### src/hdl/tkcs_pkg.sv
// tkcs_pkg: types, constants and helpers for the top-k cache swap selector
// used by the controller, the datapath and the top level
`default_nettype none
package tkcs_pkg;
  localparam int unsigned MaxSeq = 4096;
  localparam int unsigned MaxSel = 2048;
  localparam int unsigned MaxK   = 16;
  localparam int unsigned SeqW   = $clog2(MaxSeq);
  localparam int unsigned SelW   = $clog2(MaxSel);
  localparam int unsigned KW     = $clog2(MaxK);

  localparam logic [1:0]  ModeLoadScore = 2'd0;
  localparam logic [1:0]  ModeLoadPool  = 2'd1;
  localparam logic [1:0]  ModeRun       = 2'd2;
  localparam logic        RegK          = 1'b0;
  localparam logic        RegPoolCap    = 1'b1;
  localparam logic [15:0] NegInfRaw     = 16'hFF80;
  // one bit above the widest key so an unfilled low entry loses to any key
  localparam logic [16:0] KeyLowInit    = 17'h1FFFF;

  typedef struct packed {
    logic [1:0]         mode;
    logic [11:0]        position;
    logic [15:0]        score_raw;
    logic signed [31:0] token_index;
    logic signed [31:0] candidate_len;
    logic signed [31:0] selected_len;
    logic signed [31:0] pool_entry;
  } in_item_t;

  typedef struct packed {
    logic [3:0]  out_position;
    logic [10:0] demote_slot;
    logic [11:0] promote_token;
    logic [4:0]  copy_count;
    logic        last;
  } out_item_t;

  // controller -> datapath
  typedef struct packed {
    logic            clear;      // reset top lists at run start
    logic            pool_rd;    // read pool slot at addr
    logic            score_rd;   // read score at addr
    logic            ins_low;    // insert fetched key into low list
    logic            ins_high;   // insert fetched key into high list
    logic            kill_score; // overwrite score at tok with -inf
    logic            pool_wr;    // write rank entry back to pool
    logic [SeqW-1:0] addr;
    logic [SeqW-1:0] id;
    logic [KW-1:0]   rank;
    logic [KW:0]     n;
  } dp_cmd_t;

  // order-preserving key, both zeros equal
  function automatic logic [15:0] order_key(input logic [15:0] raw);
    logic [15:0] r;
    if (raw[14:0] == 15'd0) r = 16'h8000;
    else if (raw[15]) r = ~raw;
    else r = raw ^ 16'h8000;
    return r;
  endfunction
endpackage
`default_nettype wire

### src/hdl/tkcs_ctrl.sv
// tkcs_ctrl: run sequencer and result register
// depends on tkcs_pkg
`default_nettype none
module tkcs_ctrl (
  input  wire logic               clk_i,
  input  wire logic               rst_ni,
  input  wire logic               in_valid_i,
  output logic                    in_stall_o,
  input  wire tkcs_pkg::in_item_t in_data_i,
  output logic                    out_valid_o,
  input  wire logic               out_stall_i,
  output tkcs_pkg::out_item_t     out_data_o,
  input  wire logic               cfg_we_i,
  input  wire logic               cfg_idx_i,
  input  wire logic [30:0]        cfg_data_i,
  output tkcs_pkg::dp_cmd_t       cmd_o,
  input  wire logic [31:0]        pool_q_i,
  input  wire logic [10:0]        low_slot_i,
  input  wire logic [11:0]        high_tok_i
);
  import tkcs_pkg::*;

  typedef enum logic [3:0] {
    StIdle, StLowRd, StLowWait, StLowTok, StLowKey,
    StHighRd, StHighKey, StWrite, StEmit
  } state_e;

  state_e          state_q;
  logic [4:0]      k_q;
  logic [30:0]     cap_q;
  logic [SeqW:0]   cand_q;
  logic [SelW:0]   sel_q;
  logic [SeqW:0]   cnt_q;
  logic [SeqW-1:0] tok_q;
  logic [KW:0]     copy_q, keff_q, rank_q;
  logic            oval_q;
  out_item_t       odat_q;
  logic            acc;
  logic [SeqW:0]   cand_c;
  logic [SelW:0]   sel_c;
  logic [KW:0]     keff_c, copy_c;
  logic [SeqW+1:0] avail;

  assign in_stall_o = (state_q != StIdle) || oval_q;
  assign acc = in_valid_i && !in_stall_o;

  always_comb begin
    cand_c = in_data_i.candidate_len[31] ? '0 :
             (in_data_i.candidate_len > 32'(MaxSeq)) ? (SeqW+1)'(MaxSeq) :
             in_data_i.candidate_len[SeqW:0];
    sel_c  = in_data_i.selected_len[31] ? '0 :
             (in_data_i.selected_len > 32'(MaxSel)) ? (SelW+1)'(MaxSel) :
             in_data_i.selected_len[SelW:0];
    keff_c = (k_q > 5'(MaxK)) ? (KW+1)'(MaxK) : k_q[KW:0];
    avail  = (cand_c > (SeqW+1)'(sel_c)) ? (SeqW+2)'(cand_c) - (SeqW+2)'(sel_c) : '0;
    copy_c = keff_c;
    if ((SelW+1)'(copy_c) > sel_c) copy_c = sel_c[KW:0];
    if ((SeqW+2)'(copy_c) > avail) copy_c = avail[KW:0];
    if (in_data_i.pool_entry[31] || in_data_i.pool_entry[30:0] >= cap_q ||
        cand_c == '0 || sel_c == '0) copy_c = '0;
  end

  always_comb begin
    cmd_o = '0;
    cmd_o.n = copy_q;
    cmd_o.rank = rank_q[KW-1:0];
    cmd_o.clear = acc && in_data_i.mode == ModeRun;
    case (state_q)
      StLowRd: begin cmd_o.pool_rd = 1'b1; cmd_o.addr = cnt_q[SeqW-1:0]; end
      StLowTok: begin cmd_o.score_rd = 1'b1; cmd_o.addr = tok_q; end
      StLowKey: begin
        cmd_o.ins_low = 1'b1; cmd_o.kill_score = 1'b1;
        cmd_o.addr = tok_q; cmd_o.id = cnt_q[SeqW-1:0];
      end
      StHighRd: begin cmd_o.score_rd = 1'b1; cmd_o.addr = cnt_q[SeqW-1:0]; end
      StHighKey: begin cmd_o.ins_high = 1'b1; cmd_o.id = SeqW'(cnt_q - 1'b1); end
      StWrite: cmd_o.pool_wr = 1'b1;
      default: ;
    endcase
  end

  always_ff @(posedge clk_i or negedge rst_ni) begin
    if (!rst_ni) begin
      state_q <= StIdle; k_q <= 5'd1; cap_q <= 31'd1; oval_q <= 1'b0;
      cand_q <= '0; sel_q <= '0; cnt_q <= '0; tok_q <= '0;
      copy_q <= '0; keff_q <= '0; rank_q <= '0; odat_q <= '0;
    end else begin
      if (cfg_we_i) begin
        if (cfg_idx_i == RegK) k_q <= cfg_data_i[4:0];
        else cap_q <= cfg_data_i;
      end
      if (oval_q && !out_stall_i) oval_q <= 1'b0;
      case (state_q)
        StIdle: if (acc && in_data_i.mode == ModeRun && keff_c != '0) begin
          cand_q <= cand_c; sel_q <= sel_c; copy_q <= copy_c; keff_q <= keff_c;
          cnt_q <= '0; rank_q <= '0;
          state_q <= (copy_c != '0) ? StLowRd : StEmit;
        end
        StLowRd:   state_q <= StLowWait;
        StLowWait: begin
          // skip tokens outside the candidate range
          if (pool_q_i[31] || pool_q_i >= 32'(cand_q)) begin
            cnt_q <= cnt_q + 1'b1;
            state_q <= ((SelW+1)'(cnt_q + 1'b1) == sel_q) ? StHighRd : StLowRd;
            if ((SelW+1)'(cnt_q + 1'b1) == sel_q) cnt_q <= '0;
          end else begin
            tok_q <= pool_q_i[SeqW-1:0];
            state_q <= StLowTok;
          end
        end
        StLowTok:  state_q <= StLowKey;
        StLowKey: begin
          if ((SelW+1)'(cnt_q + 1'b1) == sel_q) begin
            cnt_q <= '0; state_q <= StHighRd;
          end else begin
            cnt_q <= cnt_q + 1'b1; state_q <= StLowRd;
          end
        end
        StHighRd: begin cnt_q <= cnt_q + 1'b1; state_q <= StHighKey; end
        StHighKey: state_q <= (cnt_q == cand_q) ? StWrite : StHighRd;
        StWrite: begin
          if (rank_q + 1'b1 == copy_q) begin
            rank_q <= '0; state_q <= StEmit;
          end else rank_q <= rank_q + 1'b1;
        end
        StEmit: if (!oval_q || !out_stall_i) begin
          oval_q <= 1'b1;
          odat_q.out_position  <= rank_q[3:0];
          odat_q.demote_slot   <= (rank_q < copy_q) ? low_slot_i : '0;
          odat_q.promote_token <= (rank_q < copy_q) ? high_tok_i : '0;
          odat_q.copy_count    <= 5'(copy_q);
          odat_q.last          <= (rank_q + 1'b1 == keff_q);
          if (rank_q + 1'b1 == keff_q) state_q <= StIdle;
          else rank_q <= rank_q + 1'b1;
        end
        default: state_q <= StIdle;
      endcase
    end
  end

  assign out_valid_o = oval_q;
  assign out_data_o  = odat_q;
endmodule
`default_nettype wire
### config.mk
export PLATFORM = sky130hd
export DESIGN_NAME = tkcs_ctrl
export DESIGN_NICKNAME = d
export VERILOG_FILES = /design/src/hdl/tkcs_pkg.sv /design/src/hdl/tkcs_ctrl.sv
export SDC_FILE = /design/constraint.sdc
export NUM_CORES = 1
export LEC_CHECK = 0
export ABC_AREA = 1
export BUFFER_PORTS_ARGS = -buffer_cell sky130_fd_sc_hd__buf_4
export CAP_MARGIN = 20
export CORE_MARGIN = 5
export CORE_UTILIZATION = 40
export DETAILED_ROUTE_END_ITERATION = 8
export PLACE_DENSITY_LB_ADDON = 0.05
export SYNTH_ARGS = -nofsm -noshare
export SYNTH_HDL_FRONTEND = slang
export SYNTH_SLANG_ARGS = --single-unit
### constraint.sdc
create_clock -name clk_i -period 4.3 [get_ports clk_i]
set_input_delay 0.645 -clock clk_i [delete_from_list [all_inputs] [get_ports clk_i]]
set_output_delay 0.645 -clock clk_i [all_outputs]
set_load 0.1 [all_outputs]
=== Word-level counts from Yosys, hierarchy flattened ===
Cells that the tools add are included.

* Muxes and demuxes: 39
* Eq/ne operators: 19
* $add $sub $neg: 4
* Bitwise gates (word level): 2
* Reductions and logical operators: 32
* Magnitude comparators: 9

{| class="wikitable"
|+ Operator list
! cell !! number
|-
| $mux W13 || 5
|-
| $pmux W13 S4 || 1
|-
| $pmux W12 S2 || 2
|-
| $mux W5 || 8
|-
| $mux W12 || 3
|-
| $pmux W4 S9 || 1
|-
| $ge A32 B13 Y1 || 1
|-
| $gt A32 B12 Y1 const B || 1
|-
| $gt A32 B13 Y1 const B || 1
|-
| $ge A31 B31 Y1 || 1
|-
| $mux W4 || 5
|-
| $eq A4 B3 Y1 const B || 4
|-
| $pmux W5 S3 || 1
|-
| $gt A5 B14 Y1 || 1
|-
| $mux W14 || 1
|-
| $sub A13 B12 Y14 || 1
|-
| $add A13 B1 Y13 const B || 1
|-
| $eq A13 B13 Y1 || 1
|-
| $gt A13 B12 Y1 || 1
|-
| $logic_not A13 Y1 || 1
|-
| $eq A12 B12 Y1 || 1
|-
| $gt A5 B12 Y1 || 1
|-
| $logic_not A12 Y1 || 1
|-
| $ne A2 B2 Y1 const B || 6
|-
| other kinds (25) || 55
|}

* Input port bits: 250
* Output and inout bits: 75
* Register bits: 139
* Logic and storage cells: 121

=== Depth between registers and ports, before layout ===
Gate-level depths: netlist of the first run.

* Word-level depth: 12
* Gate-level depth with buffers: 36
* Gate-level depth less buffers: 36

=== Least setup slack after synthesis of the first run ===
OpenSTA, ideal clock, no wires.

* Kind: register -> output
* From: reg state_q[0]
* To: out cmd_o[11] (netlist bit)
* Path buffers: 1
* Cell stages (with the launch flop): 7
* Arrival time: 4254 ps
* Slack: -599 ps
* Data required time: 3655 ps
* Cells stage by stage: dfrtp_1 nor2_2 inv_2 nor2_1 clkbuf_1 inv_1 o21ai_0

{| class="wikitable"
|+ RTL lines
! item !! line !! source
|-
| start, declared || tkcs_ctrl.sv:28 || <nowiki>state_e state_q;</nowiki>
|-
| start signal, assigned || tkcs_ctrl.sv:97 || <nowiki>state_q <= (copy_c != '0) ? StLowRd : StEmit;</nowiki>
|-
| start signal, assigned || tkcs_ctrl.sv:99 || <nowiki>StLowRd: state_q <= StLowWait;</nowiki>
|-
| start signal, assigned || tkcs_ctrl.sv:104 || <nowiki>state_q <= ((SelW+1)'(cnt_q + 1'b1) == sel_q) ? StHighRd : StLowRd;</nowiki>
|-
| end, declared || tkcs_ctrl.sv:16 || <nowiki>output tkcs_pkg::dp_cmd_t cmd_o,</nowiki>
|}

=== Worst setup path after layout of the first run ===
* From: in in_data_i[50] (netlist bit)
* To: reg state_q[0]

* Longest elaborated chain between the ends: 12
* Elaborated cells on any way between the ends: 17
* Classes of those cells: add/sub (1); order compare (4); mux (9); reduce/logical (3)

{| class="wikitable"
|+ RTL lines
! item !! line !! source
|-
| start, declared || tkcs_ctrl.sv:9 || <nowiki>input wire tkcs_pkg::in_item_t in_data_i,</nowiki>
|-
| $gt A32 B12 Y1 (*) || tkcs_ctrl.sv:52 || <nowiki>(in_data_i.selected_len > 32'(MaxSel)) ? (SelW+1)'(MaxSel) :</nowiki>
|-
| $mux W12 (*) || tkcs_ctrl.sv:52 ||
|-
| $mux W12 (*) || tkcs_ctrl.sv:51 || <nowiki>sel_c = in_data_i.selected_len[31] ? '0 :</nowiki>
|-
| $sub A13 B12 Y14, or another cell as far along || tkcs_ctrl.sv:55 || <nowiki>avail = (cand_c > (SeqW+1)'(sel_c)) ? (SeqW+2)'(cand_c) - (SeqW+2)'(sel_c) : '0;</nowiki>
|-
| $mux W14 / $mux W5 (equally long branches) || tkcs_ctrl.sv:55, tkcs_ctrl.sv:57 ||
|-
| $gt A5 B14 Y1 || tkcs_ctrl.sv:58 || <nowiki>if ((SeqW+2)'(copy_c) > avail) copy_c = avail[KW:0];</nowiki>
|-
| $mux W5 || tkcs_ctrl.sv:58 ||
|-
| $mux W5 (*) || tkcs_ctrl.sv:59 || <nowiki>if (in_data_i.pool_entry[31] || in_data_i.pool_entry[30:0] >= cap_q ||</nowiki>
|-
| $reduce_bool A5 Y1 (*) || tkcs_ctrl.sv:97 ||
|-
| $mux W4 (*) || tkcs_ctrl.sv:97 ||
|-
| $mux W4 (*) || tkcs_ctrl.sv:94 || <nowiki>StIdle: if (acc && in_data_i.mode == ModeRun && keff_c != '0) begin</nowiki>
|-
| $pmux W4 S9 (*) || tkcs_ctrl.sv:93 || <nowiki>case (state_q)</nowiki>
|}

Mark *: on every way between the ends. The rest lies on a longest branch, timed or not. The select of a mux whose other input is x is not followed.
A chain may end at the register's enable or synchronous reset.

==> results of run 1 <==
per-layer routing:
metal,wire [um],up-vias
met4,589,0
met2,14700,287
met1,13900,4598
met3,1990,46
met5,0,-
li1,-,5162
area by class of cell:
class                   instances  share of cell area, %
clock buffers                  19                   3.14
flip-flops and latches        139                   24.7
clock inverters                13                   1.12
inverters                     199                   5.40
well taps                     319                   2.83
repair buffers                413                   22.3
multi-input cells             964                   40.5
worst max-delay path: cells and delay by family:
kind                     cells  cell delay, ns
AND/OR/NAND/NOR             19            1.94
AO/OA/AOI/OAI                8            1.02
adder cells (fa/ha/maj)      2            0.54
buffers and inverters        6            0.44
what timing repair did:
item                                   CTS  global route
endpoints found under the hold margin    0             0
resized for setup                       27            88
pin swaps                                4            44
buffers inserted                         0            11
setup endpoints to repair                7             7
cloned                                   0             0
cell families after synthesis:
family	Yosys count
adder cells (fa/ha/maj)	75
flip-flops	139
AND/OR/NAND/NOR	603
XOR/XNOR	31
buffers and inverters	237
AO/OA/AOI/OAI	255
power breakdown:
part / internal [mW] / total, mW / switching [mW]
sequential: 1.61 / 1.81 / 0.198
combinational: 0.948 / 3.38 / 2.43
clock: 0.887 / 1.51 / 0.621
total: 3.44 / 6.70 / 3.25
synthesized netlist by cell type, types with 2 or more instances:
library cell  number  area [um2]
inv_2              8        30.0
dfstp_2            2        52.6
a21oi_1           74         370
nor3_1            15        75.1
nand3_1           58         290
ha_1              74         926
o22ai_1           16         100
a21o_1             3        22.5
o22ai_2            6        75.1
o211ai_1           4        30.0
nand2_2            2        12.5
inv_1            188         706
o21bai_1           5        37.5
o21ai_1            9        45.0
nand2_1          310        1160
nor2_2             8        50.1
xnor2_1           10        87.6
o21ai_2            3        26.3
a22oi_1            2        15.0
nor3_2             2        20.0
o21ai_0          119         596
or2_2              6        37.5
nand4_1           26         163
clkbuf_1          29         109
buf_2              2        10.0
xor2_1            21         184
nor2_1           160         601
nor4_1             8        50.1
or2_1              2        12.5
buf_4              6        45.0
dfrtp_1          137        3430
stage by stage:
stage / util [%] / area, um2 / setup TNS (ns) / hold WS [ns]
floorplan: - / 9710 / -1.20 / 0.349
global placement: 54.9 / 13000 / -3.15 / 0.456
detailed placement: 54.9 / 13000 / -3.80 / 0.467
CTS: 57.8 / 13700 / 0 / 0.361
global route: 59.8 / 14100 / -1.15 / 0.393
finish: 59.8 / 14100 / 0 / 0.275
sequential cells by signal, summed over array words and instances, names as in the netlist:
name         cells
cnt_q           13
cap_q           31
cand_q          13
copy_q           5
k_q              5
out_valid_o      1
tok_q           12
out_data_o      33
keff_q           5
state_q          4
sel_q           12
rank_q           5
worst paths after layout:
check,to,cells past startpoint,startpoint
worst min register to register,tok_q[0]$_DFFE_PN0P_,2,tok_q[0]$_DFFE_PN0P_
worst min-delay path,tok_q[9]$_DFFE_PN0P_,1,rst_ni
max in group asynchronous,out_data_o[13]$_DFFE_PN0P_,2,rst_ni
worst max-delay path,state_q[0]$_DFFE_PN0P_,35,in_data_i[50]
min in group clk_i,tok_q[8]$_DFFE_PN0P_,3,pool_q_i[8]
worst max register to register,state_q[0]$_DFFE_PN0P_,29,k_q[1]$_DFFE_PN0P_
==> flow_metrics.env, run 1 <==
export IMPL_period_share_pct=99.8
export IMPL_status="completed"
export IMPL_hold_viol=0
export IMPL_routedWlPerCell_um=15.1
export IMPL_final_cell_mix="buf_4 (405), nand2_1 (289), inv_1 (182), dfrtp_1 (137), nor2_1 (132)"
export IMPL_cts_tree="built"
export IMPL_synth_top_family_by_area="simple AND/OR/NAND/NOR gates"
export IMPL_cp_data_arrival_time_ns=4.59
export IMPL_ys_flop_type="dfrtp_1"
export IMPL_setup_ws_ns=0.00707
export IMPL_grt_first_pass_wirelength_mm=48.4
export IMPL_finalPower_mw=6.70
export IMPL_core_mm2=0.0236
export IMPL_regArea_mm2=0.00348
export IMPL_drv_cap=0
export IMPL_hp_class="in -> async"
export IMPL_p_leak_nw=7.36
export IMPL_fin_cells=2066
export IMPL_cts_buffer_depth=2
export IMPL_cts_root_buf="clkbuf_16"
export IMPL_synth_xor_area_share_pct=2.82
export IMPL_syn_area_mm2=0.00964
export IMPL_dp_hpwl_mm=25.2
export IMPL_drt_iter0_markers=594
export IMPL_grt_pass1_vias=9751
export IMPL_track_usage_pct=22.2
export IMPL_finalSetupViolations=0
export IMPL_yosys_area_share_simple_pct=26.4
export IMPL_fin_skew_ns=0.0205
export IMPL_fill_cells=2225
export IMPL_peakVddDrop_v=0.000472
export IMPL_htree_levels=4
export IMPL_muxShareOfSynthArea_pct=0
export IMPL_end_kind="register"
export IMPL_grt_util_met3_pct=4.37
export IMPL_antenna_found_initial=0
export IMPL_cp_data_required_time_ns=4.60
export IMPL_vias_per_cell=4.89
export IMPL_ys_ff_latch=139
export IMPL_synth_edf_count=0
export IMPL_slowest_stage="ha_1"
export IMPL_async_reset_ff_share_pct=100
export IMPL_postRouteAntennaNets=0
export IMPL_gp_congestion=0.894
export IMPL_grt_setup_unrepaired="yes"
export IMPL_slew_headroom_pct=38.8
export IMPL_port_buffers=264
export IMPL_min_period_ns=4.29
export IMPL_yosysWarnings=0
export IMPL_diodes=0
export IMPL_clkLatencyLatePin_ns=0.43
export IMPL_worst_pin_slew_ns=0.918
export IMPL_startpoint_type="input pin"
export IMPL_grt_busiest_layer="met2"
export IMPL_rows=56
export IMPL_clk_pin_slew_ns=0.06
export IMPL_multi_input_area_mm2=0.00572
export IMPL_area_growth_pct=46.4
export IMPL_drt_first_pass_iters=6
export IMPL_drc=0
export IMPL_layout_drive_gt1_share_pct=33.4
export IMPL_r2r_setup_slack_ns=0.11
export IMPL_synth_adder_area_share_pct=9.81
export IMPL_die_width_um=165
export IMPL_hold_buffers=0
export IMPL_fmax_ghz=0.233
export IMPL_die_area_mm2=0.0273
export IMPL_initial_utilization_pct=40.8
export IMPL_placed_cells=2022
export IMPL_p_per_area_mw_per_mm2=474
export IMPL_syn_num_nets=1665
export IMPL_wl_mm=31.2
export IMPL_place_ws_ns=-0.664
export IMPL_vias=10100
export IMPL_grtUsageMet2_pct=37.3
export IMPL_ys_seq_area_share_pct=36.1
export IMPL_die_height_um=165
export IMPL_use_met1_pct=29.5
export IMPL_finalMaxSlewViolations=0
export IMPL_max_stage_delay_ns=0.28
export IMPL_cts_sinks=139
export IMPL_gr_total_overflow=0
export IMPL_critPathMaxFanout=7
export IMPL_synth_avg_cell_area_um2=7.20
export IMPL_final_nets=2059
export IMPL_worstSetupPathType="in -> reg"
export IMPL_synth_cell_types=56
export IMPL_numCtsBuffers=17
export IMPL_layout_commonest_cell="buf_4"
export IMPL_grt_max_degree=97
export IMPL_synth_compound_area_share_pct=15.2
export IMPL_io_pin_count=325
export IMPL_synth_cells=1340
Note: power is estimated with default switching activity, not from simulation.
==> run 2, diff against run 1 <==
Settings changed: SETUP_SLACK_MARGIN set to 0.4.
==> flow_metrics.env, run 2 (synthesis results as in run 1) <==
export IMPL_peakVddDrop_v=0.000443
export IMPL_core_mm2=0.0236
export IMPL_grt_pass1_vias=10100
export IMPL_r2r_setup_slack_ns=0.18
export IMPL_cp_data_arrival_time_ns=4.56
export IMPL_finalMaxSlewViolations=0
export IMPL_utilization_pct=61.3
export IMPL_rows=56
export IMPL_r2r_start="k_q[1]$_DFFE_PN0P_"
export IMPL_vias=10200
export IMPL_placed_area_mm2=0.0129
export IMPL_final_cell_mix="buf_4 (392), nand2_1 (284), inv_1 (176), dfrtp_1 (137), nor2_1 (117)"
export IMPL_hp_class="in -> async"
export IMPL_finalSetupViolations=0
export IMPL_gp_congestion=0.911
export IMPL_period_share_pct=99.0
export IMPL_cts_tree="built"
export IMPL_setup_ws_ns=0.0418
export IMPL_track_usage_pct=23.5
export IMPL_area_growth_pct=50.0
export IMPL_cts_sinks=139
export IMPL_end_kind="register"
export IMPL_wl_mm=32.6
export IMPL_dp_hpwl_mm=25.7
export IMPL_slowest_stage="ha_1"
export IMPL_drv_cap=0
export IMPL_startpoint_type="input pin"
export IMPL_drc=0
export IMPL_vias_per_cell=4.93
export IMPL_worst_pin_slew_ns=0.898
export IMPL_gr_total_overflow=0
export IMPL_initial_utilization_pct=40.8
export IMPL_cts_buffer_depth=2
export IMPL_hold_ws_ns=0.305
export IMPL_diodes=0
export IMPL_io_pin_count=325
export IMPL_fin_cells=2071
export IMPL_clk_pin_slew_ns=0.07
export IMPL_cts_root_buf="clkbuf_16"
export IMPL_die_area_mm2=0.0273
export IMPL_die_width_um=165
export IMPL_min_period_ns=4.26
export IMPL_p_leak_nw=7.46
export IMPL_hold_buffers=0
export IMPL_grt_setup_unrepaired="yes"
export IMPL_hold_viol=0
export IMPL_final_nets=2064
export IMPL_crit_start="in_data_i[77]"
export IMPL_clkLatencyLatePin_ns=0.42
export IMPL_rr_endpoint="state_q[3]$_DFFE_PN0P_"
export IMPL_htree_levels=4
export IMPL_fmax_ghz=0.235
export IMPL_largest_reg_flops=33
export IMPL_postRouteAntennaNets=0
export IMPL_fin_skew_ns=0.0124
export IMPL_worstSetupPathType="in -> reg"
export IMPL_finalPower_mw=6.74
export IMPL_layout_commonest_cell="buf_4"
export IMPL_drt_first_pass_iters=5
export IMPL_slew_headroom_pct=40.1
export IMPL_placed_cells=2010
export IMPL_p_per_area_mw_per_mm2=466
export IMPL_drt_iter0_markers=578
export IMPL_status="completed"
export IMPL_antenna_found_initial=0
export IMPL_place_ws_ns=-0.700
export IMPL_crit_top_cell="nand2_2"
export IMPL_critPathMaxFanout=6
export IMPL_finalSetupTns_ns=0
export IMPL_layout_drive_gt1_share_pct=36.0
export IMPL_max_stage_delay_ns=0.31
export IMPL_grt_max_degree=96
export IMPL_crit_end="state_q[3]$_DFFE_PN0P_"
export IMPL_die_height_um=165
export IMPL_stdcell_area_mm2=0.0145
export IMPL_r2r_cells=27
export IMPL_port_buffers=264
export IMPL_routedWlPerCell_um=15.8
export IMPL_cp_data_required_time_ns=4.61
export IMPL_grt_first_pass_wirelength_mm=51.2
export IMPL_numCtsBuffers=17
## run 2: changes by cell type in the layout (fill, tap and decap cells not counted), sizes merged
cell    delta
bufinv     -1
inv        +3
clkinv     -1
buf        +5
clkbuf     -1
## run 2: metal layers
layer | vias up | track usage [%] | part of all wire, %
met1 | 4692 | 30.4 | 43
met4 | 0 | 5.22 | 1.5
met3 | 32 | 5.41 | 6.9
met2 | 309 | 40.3 | 49
met5 | - | 0 | 0
li1 | 5170 | - | -
## run 2: power by group
group	switching, mW	internal, mW	total, mW	leakage (nW)
logic	2.45	0.984	3.43	5.46
registers	0.199	1.61	1.81	1.72
clock network	0.664	0.838	1.50	0.281
## run 2: area by class of cell
class / instances / area [um2]
Tap cell: 319 / 399
Fill cell: 2199 / 9140
Multi-Input combinational cell: 964 / 5970
Clock buffer: 18 / 439
Inverter: 199 / 771
Sequential cell: 139 / 3480
Clock inverter: 14 / 148
Timing Repair Buffer: 418 / 3260
## run 2: worst min path at each step
stage | startpoint | end | slack, ns | cells after the start
floorplan | rst_ni | cand_q[0]$_DFFE_PN0P_ | 0.35 | 0
global placement | out_data_o[1]$_DFFE_PN0P_ | out_data_o[1]$_DFFE_PN0P_ | 0.46 | 2
detailed placement | out_data_o[1]$_DFFE_PN0P_ | out_data_o[1]$_DFFE_PN0P_ | 0.46 | 2
CTS | rst_ni | tok_q[2]$_DFFE_PN0P_ | 0.34 | 1
global route | rst_ni | tok_q[9]$_DFFE_PN0P_ | 0.39 | 1
finish | rst_ni | tok_q[9]$_DFFE_PN0P_ | 0.30 | 1
## run 2: timing repair
action                     4_1_cts  5_1_grt
resized for setup               97       86
setup endpoints to repair        7        7
buffers inserted                20        7
hold endpoints to repair         0        0
pin swaps                       39       60
gates cloned                     1        0
## run 2: critical path: cells and delay by family
family                     cells  cell delay (ns)
and+or+nand+nor               19             1.88
AOI/OAI and AO/OA              8             0.89
buffers and inverters          6             0.67
adders and majority gates      2             0.51
==> run 3, diff against run 2 <==
Settings changed: BUFFER_PORTS_ARGS -buffer_cell sky130_fd_sc_hd__buf_4 to -buffer_cell sky130_fd_sc_hd__buf_2.
==> flow_metrics.env, run 3 (synthesis results as in run 1) <==
export IMPL_slowest_stage="fa_2"
export IMPL_worst_pin_slew_ns=0.875
export IMPL_cp_data_arrival_time_ns=4.64
export IMPL_finalMaxSlewViolations=0
export IMPL_switchingPower_mw=3.26
export IMPL_hold_buffers=0
export IMPL_cts_tree="built"
export IMPL_track_usage_pct=23.5
export IMPL_grt_setup_unrepaired="yes"
export IMPL_vias=10200
export IMPL_clock_power_share_pct=23.5
export IMPL_r2r_setup_slack_ns=0.15
export IMPL_startpoint_type="input pin"
export IMPL_p_leak_nw=7.36
export IMPL_cp_data_required_time_ns=4.60
export IMPL_r2r_cells=30
export IMPL_drt_first_pass_iters=5
export IMPL_grt_first_pass_wirelength_mm=51.1
export IMPL_rr_endpoint="state_q[0]$_DFFE_PN0P_"
export IMPL_violations="negative setup slack"
export IMPL_final_nets=2081
export IMPL_slew_headroom_pct=41.7
export IMPL_grt_max_degree=96
export IMPL_rows=56
export IMPL_worstSetupPathType="in -> reg"
export IMPL_htree_levels=4
export IMPL_placed_area_mm2=0.0124
export IMPL_vias_per_cell=4.89
export IMPL_critPathMaxFanout=7
export IMPL_gp_congestion=0.888
export IMPL_peakVddDrop_v=0.000461
export IMPL_p_comb_share_pct=49.3
export IMPL_drc=0
export IMPL_stdcell_area_mm2=0.0139
export IMPL_area_growth_pct=43.6
export IMPL_clk_pin_slew_ns=0.07
export IMPL_final_cell_mix="nand2_1 (287), buf_2 (253), inv_1 (181), buf_4 (161), dfrtp_1 (137)"
export IMPL_clkLatencyLatePin_ns=0.42
export IMPL_period_share_pct=101
export IMPL_r2r_start="k_q[1]$_DFFE_PN0P_"
export IMPL_die_height_um=165
export IMPL_initial_utilization_pct=40.8
export IMPL_gr_total_overflow=0
export IMPL_fmax_ghz=0.231
export IMPL_numCtsBuffers=17
export IMPL_core_mm2=0.0236
export IMPL_fill_cells=2293
export IMPL_critPathTopFamily="simple AND/OR/NAND/NOR gates"
export IMPL_timing_critical_path_buf_inv=9
export IMPL_utilization_pct=58.7
export IMPL_layout_drive_gt1_share_pct=35.9
export IMPL_cts_root_buf="clkbuf_16"
export IMPL_hp_class="in -> async"
export IMPL_grt_pass1_vias=10100
export IMPL_min_period_ns=4.34
export IMPL_die_width_um=165
export IMPL_port_buffers=264
export IMPL_cts_sinks=139
export IMPL_max_stage_delay_ns=0.35
export IMPL_dp_hpwl_mm=25.5
export IMPL_postRouteAntennaNets=0
export IMPL_fin_skew_ns=0.0113
export IMPL_cts_buffer_depth=2
export IMPL_p_per_area_mw_per_mm2=478
export IMPL_routedWlPerCell_um=15.4
export IMPL_layout_commonest_cell="nand2_1"
export IMPL_swShare_pct=49.1
export IMPL_io_pin_count=325
export IMPL_die_area_mm2=0.0273
export IMPL_end_kind="register"
export IMPL_wl_mm=32.1
export IMPL_internal_power_mw=3.37
export IMPL_setup_ws_ns=-0.0364
export IMPL_status="finished with violations"
export IMPL_drv_cap=0
export IMPL_seqPwrFrac_pct=27.2
export IMPL_drt_iter0_markers=575
export IMPL_antenna_found_initial=2
export IMPL_hold_viol=0
export IMPL_finalSetupViolations=2
export IMPL_largest_reg_flops=33
export IMPL_crit_top_cell="nand2_1"
==> run 3: how the worst max path moves through the flow <==
stage	from	endpoint	slack [ns]	depth (start not counted)
after CTS	in_data_i[86]	state_q[0]$_DFFE_PN0P_	0.13	35
final	in_data_i[53]	state_q[0]$_DFFE_PN0P_	-0.04	34
after floorplan	state_q[0]$_DFFE_PN0P_	cmd_o[10]	0.03	6
after global placement	in_data_i[83]	state_q[3]$_DFFE_PN0P_	-0.55	33
after global routing	in_data_i[55]	state_q[0]$_DFFE_PN0P_	-0.31	36
after detailed placement	in_data_i[91]	state_q[3]$_DFFE_PN0P_	-0.59	33
==> run 3: through the flow <==
stage / TNS, ns / power (mW) / hold slack [ns] / setup slack [ns] / instances
floorplan: 0 / 4.20 / 0.349 / 0.0278 / 1340
global placement: -2.79 / 4.91 / 0.452 / -0.552 / 2022
detailed placement: -3.08 / 4.98 / 0.464 / -0.586 / 2023
CTS: 0 / 6.61 / 0.339 / 0.131 / 2082
global route: -1.31 / 7.04 / 0.366 / -0.308 / 2089
finish: -0.0623 / 6.63 / 0.281 / -0.0364 / 2089
==> run 3: power groups by stage <==
stage | Sequential [mW] | Combinational, mW | Clock, mW
2_1_floorplan | 2.86 | 1.35 | 0
3_3_place_gp | 1.81 | 3.09 | 0
3_5_place_dp | 1.82 | 3.16 | 0
4_1_cts | 1.80 | 3.23 | 1.58
5_1_grt | 1.83 | 3.56 | 1.64
6_report | 1.80 | 3.27 | 1.56
==> run 3: area by class of cell <==
type | count | area, um2 | area share (%)
multi-input cells | 964 | 5860 | 42.3
diodes | 1 | 2.50 | 0.0181
well taps | 319 | 399 | 2.88
inverters | 199 | 761 | 5.49
clock inverters | 14 | 184 | 1.33
clock buffers | 18 | 429 | 3.10
repair buffers | 435 | 2740 | 19.8
flip-flops and latches | 139 | 3480 | 25.1
==> run 3: what timing repair did <==
| action | 4_1_cts | 5_1_grt |
|---|---|---|
| endpoints found under the setup margin | 7 | 7 |
| endpoints found under the hold margin | 0 | 0 |
| pin swaps | 42 | 29 |
| cloned | 1 | 0 |
| buffers inserted | 26 | 5 |
| resized for setup | 85 | 66 |
==> run 3: layer usage <==
metal / GRT usage (%) / vias up / share of wire [%]
li1: - / 5198 / -
met4: 5.78 / 2 / 1.8
met5: 0 / - / 0.040
met2: 40.1 / 317 / 48
met1: 30.3 / 4650 / 43
met3: 5.41 / 43 / 7.3
